File: src/mec_pkg.sv
`timescale 1ns / 1ps
// Shared types and constants for the Mandelbrot escape-time counter.
// No dependencies; imported by the top level and the port checker.
package mec_pkg;

    // Fixed-point format of all complex values: signed Q4.28
    localparam int FRAC_BITS    = 28;
    localparam int Q_BITS       = 32;
    localparam int CFG_IDX_BITS = 3;
    localparam int CFG_DATA_BITS = 32;
    localparam int ITER_BITS    = 8;

    // Width of the pre-saturation sums (wide enough for every case)
    localparam int SUM_BITS = 49;

    localparam logic signed [SUM_BITS-1:0] SUM_Q_MAX = 49'sd2147483647;
    localparam logic signed [SUM_BITS-1:0] SUM_Q_MIN = -49'sd2147483648;

    // Register reset values
    localparam logic [31:0] RST_START = 32'hD000_0000;   // -3.0
    localparam logic [31:0] RST_STEP  = 32'h0008_0100;
    localparam logic [31:0] RST_LIMIT = 32'h4000_0000;   // 4.0
    localparam logic [7:0]  RST_MAX_ITER = 8'hFF;

    // Configuration register indexes
    typedef enum logic [CFG_IDX_BITS-1:0] {
        REG_REAL_START = 3'd0,
        REG_IMAG_START = 3'd1,
        REG_REAL_STEP  = 3'd2,
        REG_IMAG_STEP  = 3'd3,
        REG_ESC_LIMIT  = 3'd4,
        REG_MAX_ITER   = 3'd5
    } cfg_reg_t;

    // Sequencer states
    typedef enum logic [3:0] {
        ST_IDLE,
        ST_COL_Q,
        ST_COL_R,
        ST_ROW_Q,
        ST_ROW_R,
        ST_C_RE,
        ST_C_IM,
        ST_Z_INIT,
        ST_IT_RR,
        ST_IT_II,
        ST_IT_RI,
        ST_IT_UPD,
        ST_DONE
    } state_t;

    // Clamp a wide sum to the Q4.28 range
    function automatic logic signed [Q_BITS-1:0] sat_q(input logic signed [SUM_BITS-1:0] v);
        logic signed [SUM_BITS-1:0] r;
        begin
            if (v > SUM_Q_MAX) begin
                r = SUM_Q_MAX;
            end else if (v < SUM_Q_MIN) begin
                r = SUM_Q_MIN;
            end else begin
                r = v;
            end
            return r[Q_BITS-1:0];
        end
    endfunction

endpackage

File: src/mandelbrot_escape_count.sv
`timescale 1ns / 1ps
// Mandelbrot escape-time counter: pixel in, iteration count out.
// Depends on mec_pkg; one shared 33x33 signed multiplier under a sequencer.
//
//  Channel  | Ports                                   | Direction
//  ---------+-----------------------------------------+----------
//  pixel    | s_valid s_ready s_pixel_column/row      | in
//  result   | m_valid m_ready m_iteration_count       | out
//  config   | cfg_valid cfg_ready cfg_index cfg_data  | in
//
// An item passes from acceptance to result through 7 setup steps for index
// wrap and c, four steps per iteration (at most max_iterations of them),
// since the one multiplier forms zr*zr, zi*zi and zr*zi in turn, then three
// steps for the final escape test and one to hand the count over. s_ready is
// high only while the sequencer is idle. A finished count waits in the output
// register; the next pixel is taken meanwhile, and only a second finished
// count stalls on m_ready.
// Reset (aresetn low, synchronous) restores the register defaults.
module mandelbrot_escape_count #(
    parameter int IMAGE_SIDE = 2048,
    parameter int COUNT_BITS = 8
) (
    input  logic                                 aclk,
    input  logic                                 aresetn,
    input  logic                                 s_valid,
    output logic                                 s_ready,
    input  logic [10:0]                          s_pixel_column,
    input  logic [10:0]                          s_pixel_row,
    output logic                                 m_valid,
    input  logic                                 m_ready,
    output logic [COUNT_BITS-1:0]                m_iteration_count,
    input  logic                                 cfg_valid,
    output logic                                 cfg_ready,
    input  logic [mec_pkg::CFG_IDX_BITS-1:0]     cfg_index,
    input  logic [mec_pkg::CFG_DATA_BITS-1:0]    cfg_data
);
    import mec_pkg::*;

    // Index wrap by reciprocal: q = (v * RECIP) >> RECIP_SHIFT is q or q-1
    localparam int RECIP_SHIFT = 24;
    localparam int MOD_RECIP   = (1 << RECIP_SHIFT) / IMAGE_SIDE;
    localparam logic [16:0] SIDE_W = 17'(IMAGE_SIDE);

    // Configuration registers
    logic signed [31:0] real_start_reg, imag_start_reg, real_step_reg, imag_step_reg;
    logic [31:0]        esc_limit_reg;
    logic [7:0]         max_iter_reg;

    // Sequencer and datapath registers
    state_t             state_reg, state_next;
    logic [10:0]        col_reg, col_next, row_reg, row_next;
    logic signed [63:0] prod_reg;
    logic signed [63:0] rr_reg, rr_next, ii_reg, ii_next;
    logic signed [31:0] cr_reg, cr_next, ci_reg, ci_next;
    logic signed [31:0] zr_reg, zr_next, zi_reg, zi_next;
    logic [7:0]         count_reg, count_next;
    logic [7:0]         out_count_reg, out_count_next;
    logic               m_valid_reg, m_valid_next;

    // Shared multiplier operands
    logic signed [32:0] mul_a, mul_b;
    logic signed [65:0] mul_full;

    // Helper terms
    logic [10:0]        mod_src, mod_rem, mod_fixed;
    logic [63:0]        mag, limit;
    logic               stop;
    logic signed [63:0] zdiff;
    logic [15:0]        count_wide;

    assign s_ready   = (state_reg == ST_IDLE);
    assign cfg_ready = 1'b1;
    assign m_valid   = m_valid_reg;
    assign count_wide = 16'(out_count_reg);
    assign m_iteration_count = count_wide[COUNT_BITS-1:0];

    // Take configuration writes; unknown indexes are ignored
    always_ff @(posedge aclk) begin
        if (!aresetn) begin
            real_start_reg <= RST_START;
            imag_start_reg <= RST_START;
            real_step_reg  <= RST_STEP;
            imag_step_reg  <= RST_STEP;
            esc_limit_reg  <= RST_LIMIT;
            max_iter_reg   <= RST_MAX_ITER;
        end else if (cfg_valid) begin
            unique case (cfg_index)
                REG_REAL_START: real_start_reg <= cfg_data;
                REG_IMAG_START: imag_start_reg <= cfg_data;
                REG_REAL_STEP:  real_step_reg  <= cfg_data;
                REG_IMAG_STEP:  imag_step_reg  <= cfg_data;
                REG_ESC_LIMIT:  esc_limit_reg  <= cfg_data;
                REG_MAX_ITER:   max_iter_reg   <= cfg_data[7:0];
                default: ;
            endcase
        end
    end

    // Finish the index wrap: remainder is in [0, 2*side), subtract once
    assign mod_src = (state_reg == ST_ROW_Q) ? col_reg : row_reg;
    assign mod_rem = mod_src - prod_reg[10:0];
    always_comb begin
        mod_fixed = mod_rem;
        if ({6'b0, mod_rem} >= SIDE_W) begin
            mod_fixed = 11'({6'b0, mod_rem} - SIDE_W);
        end
    end

    // Escape test: |z|^2 against limit scaled to Q8.56
    assign mag   = 64'(rr_reg) + 64'(prod_reg);
    assign limit = {4'b0, esc_limit_reg, 28'b0};
    assign stop  = !(mag < limit) || (count_reg >= max_iter_reg);
    assign zdiff = rr_reg - ii_reg;

    // Shared multiplier, registered output
    assign mul_full = mul_a * mul_b;

    // Next state, multiplier operand select and datapath updates
    always_comb begin
        state_next     = state_reg;
        col_next       = col_reg;
        row_next       = row_reg;
        rr_next        = rr_reg;
        ii_next        = ii_reg;
        cr_next        = cr_reg;
        ci_next        = ci_reg;
        zr_next        = zr_reg;
        zi_next        = zi_reg;
        count_next     = count_reg;
        out_count_next = out_count_reg;
        m_valid_next   = m_valid_reg && !m_ready;
        mul_a          = '0;
        mul_b          = '0;

        unique case (state_reg)
            ST_IDLE: begin
                if (s_valid) begin
                    col_next   = s_pixel_column;
                    row_next   = s_pixel_row;
                    state_next = ST_COL_Q;
                end
            end
            ST_COL_Q: begin
                mul_a      = $signed({22'b0, col_reg});
                mul_b      = 33'(MOD_RECIP);
                state_next = ST_COL_R;
            end
            ST_COL_R: begin
                mul_a      = $signed({22'b0, prod_reg[34:24]});
                mul_b      = 33'(IMAGE_SIDE);
                state_next = ST_ROW_Q;
            end
            ST_ROW_Q: begin
                col_next   = mod_fixed;
                mul_a      = $signed({22'b0, row_reg});
                mul_b      = 33'(MOD_RECIP);
                state_next = ST_ROW_R;
            end
            ST_ROW_R: begin
                mul_a      = $signed({22'b0, prod_reg[34:24]});
                mul_b      = 33'(IMAGE_SIDE);
                state_next = ST_C_RE;
            end
            ST_C_RE: begin
                row_next   = mod_fixed;
                mul_a      = $signed({22'b0, col_reg});
                mul_b      = {real_step_reg[31], real_step_reg};
                state_next = ST_C_IM;
            end
            ST_C_IM: begin
                cr_next    = sat_q(SUM_BITS'(real_start_reg) + $signed(prod_reg[48:0]));
                mul_a      = $signed({22'b0, row_reg});
                mul_b      = {imag_step_reg[31], imag_step_reg};
                state_next = ST_Z_INIT;
            end
            ST_Z_INIT: begin
                ci_next    = sat_q(SUM_BITS'(imag_start_reg) + $signed(prod_reg[48:0]));
                zr_next    = '0;
                zi_next    = '0;
                count_next = '0;
                state_next = ST_IT_RR;
            end
            ST_IT_RR: begin
                mul_a      = {zr_reg[31], zr_reg};
                mul_b      = {zr_reg[31], zr_reg};
                state_next = ST_IT_II;
            end
            ST_IT_II: begin
                rr_next    = prod_reg;
                mul_a      = {zi_reg[31], zi_reg};
                mul_b      = {zi_reg[31], zi_reg};
                state_next = ST_IT_RI;
            end
            ST_IT_RI: begin
                ii_next = prod_reg;
                mul_a   = {zr_reg[31], zr_reg};
                mul_b   = {zi_reg[31], zi_reg};
                if (stop) begin
                    state_next = ST_DONE;
                end else begin
                    state_next = ST_IT_UPD;
                end
            end
            ST_IT_UPD: begin
                // Products floor-shift back to Q4.28; 2*zr*zi uses one bit less
                zr_next    = sat_q(SUM_BITS'(zdiff >>> FRAC_BITS) + SUM_BITS'(cr_reg));
                zi_next    = sat_q(SUM_BITS'(prod_reg >>> (FRAC_BITS - 1)) + SUM_BITS'(ci_reg));
                count_next = count_reg + 8'd1;
                state_next = ST_IT_RR;
            end
            ST_DONE: begin
                // Hold the count until the output register is free
                if (!m_valid_reg || m_ready) begin
                    out_count_next = count_reg;
                    m_valid_next   = 1'b1;
                    state_next     = ST_IDLE;
                end
            end
            default: state_next = ST_IDLE;
        endcase
    end

    // Control registers
    always_ff @(posedge aclk) begin
        if (!aresetn) begin
            state_reg   <= ST_IDLE;
            m_valid_reg <= 1'b0;
        end else begin
            state_reg   <= state_next;
            m_valid_reg <= m_valid_next;
        end
    end

    // Datapath registers
    always_ff @(posedge aclk) begin
        col_reg       <= col_next;
        row_reg       <= row_next;
        prod_reg      <= mul_full[63:0];
        rr_reg        <= rr_next;
        ii_reg        <= ii_next;
        cr_reg        <= cr_next;
        ci_reg        <= ci_next;
        zr_reg        <= zr_next;
        zi_reg        <= zi_next;
        count_reg     <= count_next;
        out_count_reg <= out_count_next;
    end

endmodule

File: config.mk
export PLATFORM = sky130hd
export DESIGN_NAME = mandelbrot_escape_count
export DESIGN_NICKNAME = d
export VERILOG_FILES = /design/src/mec_pkg.sv /design/src/mandelbrot_escape_count.sv
export SDC_FILE = /design/constraint.sdc
export NUM_CORES = 2
export LEC_CHECK = 0
export BUFFER_PORTS_ARGS = -buffer_cell sky130_fd_sc_hd__buf_2
export CAP_MARGIN = 20
export CORE_MARGIN = 10
export CORE_UTILIZATION = 50
export CTS_CLUSTER_SIZE = 28
export DETAILED_ROUTE_END_ITERATION = 12
export PLACE_DENSITY_LB_ADDON = 0.3
export SETUP_SLACK_MARGIN = 0.4
export SYNTH_ARGS = -nofsm -noshare
export SYNTH_HDL_FRONTEND = slang
export SYNTH_SLANG_ARGS = --single-unit
File: constraint.sdc
create_clock -name aclk -period 12.3 [get_ports aclk]
set_clock_uncertainty 0.15 [all_clocks]
set_input_delay 2.46 -clock aclk [delete_from_list [all_inputs] [get_ports aclk]]
set_output_delay 2.46 -clock aclk [all_outputs]
set_load 0.05 [all_outputs]
Word-level counts from Yosys, hierarchy flattened
Cells that the tools add are included.

Bits in writable memories: 0. Flip-flop bits (word level): 531. Memories: 0. Word-level logic and storage cells: 107. ROM bits: 0. Bits in latches: 0. Output and inout bits: 11.

Reduce and logical (&&, ||, !) cells: 28. Add/sub/neg operators: 8. $mul: 1. $lt $le $gt $ge: 10. Muxes and demuxes: 22. Shift-type cells: 0. Divide/modulo/power cells: 0. Eq/ne operators: 19. Bitwise logic cells: 0.

Operators by type and width (count): $pmux 33 s6 (1); $mux 32 (6); $pmux 33 s5 (1); $pmux 32 s2 (2); $add 32x49->49 (2); $gt 49x32->1 const B (2); $lt 49x32->1 const B (2); $add 64x64->64 (1); $lt 64x60->1 (1); $mul 33x33->64 (1); $sub 64x64->64 (1); $pmux 4 s12 (1); $pmux 11 s2 (2); $add 37x32->38 (1); $gt 38x32->1 const B (1); $lt 38x32->1 const B (1); $add 36x32->37 (1); $gt 37x32->1 const B (1); $lt 37x32->1 const B (1); $mux 11 (3); $eq 4x4->1 const B (5); $reduce_and 2->1 (10); $eq 4x3->1 const B (4); $pmux 8 s2 (1); other kinds (19) (36).

Longest topological paths before layout
Depth in word-level cells: 6. Mapped depth: 38.

Worst setup path before layout
Ideal clock, no wire load.

Path type: reg-to-reg. Start: register state_reg[2]. End: register prod_reg[51]. Path buffers: 4. Arrival time: 10.711 ns. Data required time: 12.078 ns. Period minus slack after synthesis: 10.933 ns. Stages on the path, launching flop included: 33. Setup time: 0.072 ns. Setup slack: 1.367 ns. Cell sequence: dfxtp_1 -> clkbuf_1 -> nand2b_1 -> clkbuf_1 -> nor2_1 -> clkbuf_1 -> buf_1 -> a22oi_1 -> nor2_1 -> fa_1 -> fa_1 -> inv_1 -> fa_1 -> inv_1 -> fa_1 -> fa_1 -> fa_1 -> fa_1 -> inv_1 -> fa_1 -> inv_1 -> ha_1 -> a21o_1 -> a21o_1 -> a211oi_1 -> o211ai_1 -> o2111ai_1 -> a21oi_1 -> nand2b_1 -> a21o_1 -> a21o_1 -> a221oi_1 -> xnor2_1.

Cells in the longest elaborated chain, start to end: 4.

RTL lines: start, declared (line mandelbrot_escape_count.sv:50) `state_t state_reg, state_next;`; start signal, assigned (line mandelbrot_escape_count.sv:229) `state_reg <= state_next;`; $eq 4x4->1 (tied with other cells) (line mandelbrot_escape_count.sv:135) `unique case (state_reg)`; $reduce_or 2->1 (no source line); $pmux 33 s6 or $pmux 33 s5 (tied branches) (line mandelbrot_escape_count.sv:135); $mul 33x33->64 * (line mandelbrot_escape_count.sv:116) `assign mul_full = mul_a * mul_b;`; named net mul_full[51] (line mandelbrot_escape_count.sv:62) `logic signed [65:0] mul_full;`; end signal, assigned (line mandelbrot_escape_count.sv:238) `prod_reg <= mul_full[63:0];`; end, declared (line mandelbrot_escape_count.sv:52) `logic signed [63:0] prod_reg;`.

The timed path passes the listed nets; every way through them passes the cells marked *. A chain may end at the register's enable or synchronous reset.

Final worst setup path
Start: register state_reg[0]. End: register prod_reg[60].

The elaborated chain is that of the path after synthesis.

==> impl_summary.txt <==
----------------------------------------------------
[CTS]
  Clock slew at the register clock pins of the worst setup and hold paths ... 0.06 ns
  Bufs on Longest Clock Path ... 3
  Setup fix buffers added after clock tree synthesis ... 0
  # hold bufs at CTS ... 0
  CTS H-tree lvls ... 2
  Clock root buffer ... clkbuf_16
  Skew-Pair Late Insertion Delay ... 0.72 ns
  CTS-repair resized insts ... 0
  Clock tree from TritonCTS ... yes
  Number of CTS-inserted buffers ... a little over 60
  # clock sinks ... roughly 530

[Final layout]
  Post-Route Utilization ... 0.5358
  Proportion of layout cells with a drive suffix above 1 ... 0.05924
  Net total in the final layout ... a little under 10000
  Count of fill cells added during filler insertion ... 13070
  Final cell count without fillers ... 9840
  Layout-stage area growth over the synthesis result ... 6.768%
  Total non-filler cell area in the finished layout ... between 70000 and 80000 um^2

[STA]
  Timing-limited maximum frequency ... 89.16 MHz
  Final-report max-slew violation count ... 0
  Setup violation total in the final timing report ... 0
  Final Worst Setup Slack ... 1.085 ns
  Hold WS ... 0.3143 ns
  Setup repair after global routing missed its margin ... no
  Post-Route Setup TNS ... 0 ns
  Final clock period utilization by the worst path ... 0.9118
  Number of hold violations in the final report ... 0
  Rel. slew slack ... 0.1740
  Least-Margin Pin Slew ... 1.239 ns
  Time the worst path needs with I/O delays and setup ... 11.22 ns

[Worst setup path]
  Crit-path slowest cell ... dfxtp_1
  Category of the critical setup timing path ... reg2reg
  Delay of the slowest cell on the worst path ... ~0.76 ns
  Max Fanout on Critical Path ... 41
  Data required, critical path ... 12.76 ns
  Worst path arrival time ... ~12 ns
  Worst path most repeated cell ... fa_1
  Critical Path End Type ... flop
  Startpoint type of the worst setup path ... flop

[Floorplanning]
  Die outline area ... 159400 um^2
  Row Count ... between 100 and 150
  Initial Util ... 0.5019
  Die outline height ... between 300 and 400 um
  Number of primary I/O pins ... 73
  Core Footprint ... 143300 um^2
  X dimension of the die ... 399.3 um

[Yosys]
  Synth area leader ... fa_1
  Yosys warning total ... 0
  Most numerous cell types in the synthesized netlist ... nand2_1, inv_1, fa_1
  Summed instance area of the synthesized netlist ... about 72000 um^2
  Area share of the largest cell type after synthesis ... 0.3090
  Number of enable-type register cells in the synthesized netlist ... 294
  Number of unique standard cell types used by synthesis ... 102
  Avg Cell Area, Syn ... approximately 9.1 um^2
  Register bit count reported by yosys ... roughly 530
  Most common cell in the netlist ... nand2_1
  Synthesized netlist cell count ... 7946
  Top cells by area in the synthesized netlist ... fa_1, edfxtp_1, ha_1
  Most used DFF post-synth ... edfxtp_1
  Async set or reset register ratio after synthesis ... 0
  Post-synth net total ... 9673
  Sequential-to-total area share from yosys stat ... 0.1887

[Outcome]
  Run status ... finished clean

[Global routing]
  GRT Total Usage ... 0.3086
  Via count of the first global-routing pass ... 59020
  Antenna violations before repair ... 16
  Pin count of the biggest net entering global routing ... 101
  Sum of overflow across all layers after global routing ... 0
  Global-route wire length before repair ... 371.7 mm

[Detailed routing]
  Drc violations ... 0
  First drt pass iteration count ... 9
  Number of DRC markers in iteration 0 ... roughly 6000
  Average detailed-routed wire length per instance ... 24.95 um
  Routed vias ... 58500
  Drt total wl ... 245.5 mm
  Antenna-violating nets left ... 0
  Via-to-Cell Ratio ... approximately 5.9

[Placed design]
  Area post-placement ... 74650 um^2
  DP Wirelength ... 196.7 mm
  Final GP Congestion ... 1.012
  Post-placement cell count ... 9717
  Port Buf Inserts ... between 70 and 80
  Worst slack at placement ... 1.203 ns

[Flow run]
  Max cap viols ... 0

[Hold path]
  Worst Hold Class ... reg2reg

[Pwr]
  Power density cells ... 56.99 nW/um^2
  Lkg Pwr ... 35.68 nW
  Max VDD drop ... about 0.14 mV
  Total Power Consumption ... about 4.4 mW

----------------------------------------------------
## power by group
group	switching, mW	internal [mW]	leakage (nW)
Combinational	0.400	0.157	30.0
Clock	0.837	1.05	0.986
Sequential	0.0374	1.90	4.71
## worst max-delay path, delay by kind of cell (launching register included)
family / cells / cell delay, ns
adder cells (fa/ha/maj): 9 / 4.45
AO/OA/AOI/OAI: 10 / 3.24
AND/OR/NAND/NOR: 6 / 1.68
buffers and inverters: 6 / 0.82
flip-flops: 1 / 0.76
## cell families (layout without fill, tap and decap cells)
| family | Yosys count | in the layout | synth area share |
|---|---|---|---|
| AOI/OAI and AO/OA | 1435 | 1435 | 0.1387 |
| xor gates and xnor gates | 288 | 288 | 0.03507 |
| adders and majority gates | 1665 | 1665 | 0.4055 |
| buffers and inverters | 1575 | 1563 | 0.08391 |
| DFF | 531 | 531 | 0.1887 |
| muxes | 19 | 19 | 0.002818 |
| other | 1 | 4 | 0.00005214 |
| and+or+nand+nor | 2432 | 2432 | 0.1452 |
## metal layers
metal	track usage	vias up	share of wire
li1	-	25890	-
met3	0.07198	563	0.11
met1	0.4137	29190	0.40
met2	0.4707	2856	0.44
met4	0.1477	4	0.058
met5	0.002723	-	0.00033
## path summary, 6_finish.rpt
check | startpoint | endpoint | slack [ns] | cells after the start
min reg2reg | imag_step_reg[10]$_SDFFE_PN0P_ | imag_step_reg[10]$_SDFFE_PN0P_ | 0.31 | 2
max | state_reg[0]$_SDFFE_PN0P_ | prod_reg[60]$_DFF_P_ | 1.08 | 31
min | imag_step_reg[10]$_SDFFE_PN0P_ | imag_step_reg[10]$_SDFFE_PN0P_ | 0.31 | 2
max reg2reg | state_reg[0]$_SDFFE_PN0P_ | prod_reg[60]$_DFF_P_ | 1.08 | 31
## layout make-up
class                      instances  area [um^2]  area share
sequential                       531        13570      0.1768
clock buffer                      73         1612     0.02099
timing repair buffer             242         1697     0.02210
tap                             1903         2381     0.03101
inverter                        1205         4523     0.05891
clock inverter                    43        436.7    0.005687
multi-input combinational       5840        52560      0.6845
antenna                            3        7.507  0.00009777
## cells in the final DEF, fill, tap and decap left out, types with 18 or more instances in the layout
cell	instances
a211oi_1	47
a21boi_0	159
a21o_1	202
a21oi_1	316
a222oi_1	30
a22o_1	22
a22oi_1	28
a31oi_1	29
and2_1	48
and3_1	36
buf_2	70
buf_4	168
clkbuf_16	61
dfxtp_1	237
edfxtp_1	294
fa_1	1110
ha_1	555
inv_1	1205
nand2_1	1270
nand2b_1	50
nand3_1	126
nand4_1	98
nor2_1	592
nor2b_1	41
nor3_1	50
nor4_1	20
o211ai_1	46
o21a_1	35
o21ai_0	178
o21ai_1	47
o21bai_1	35
o31ai_1	21
o32ai_1	29
or3_1	18
xnor2_1	171
xor2_1	117
(Power assumes the default switching activity.)
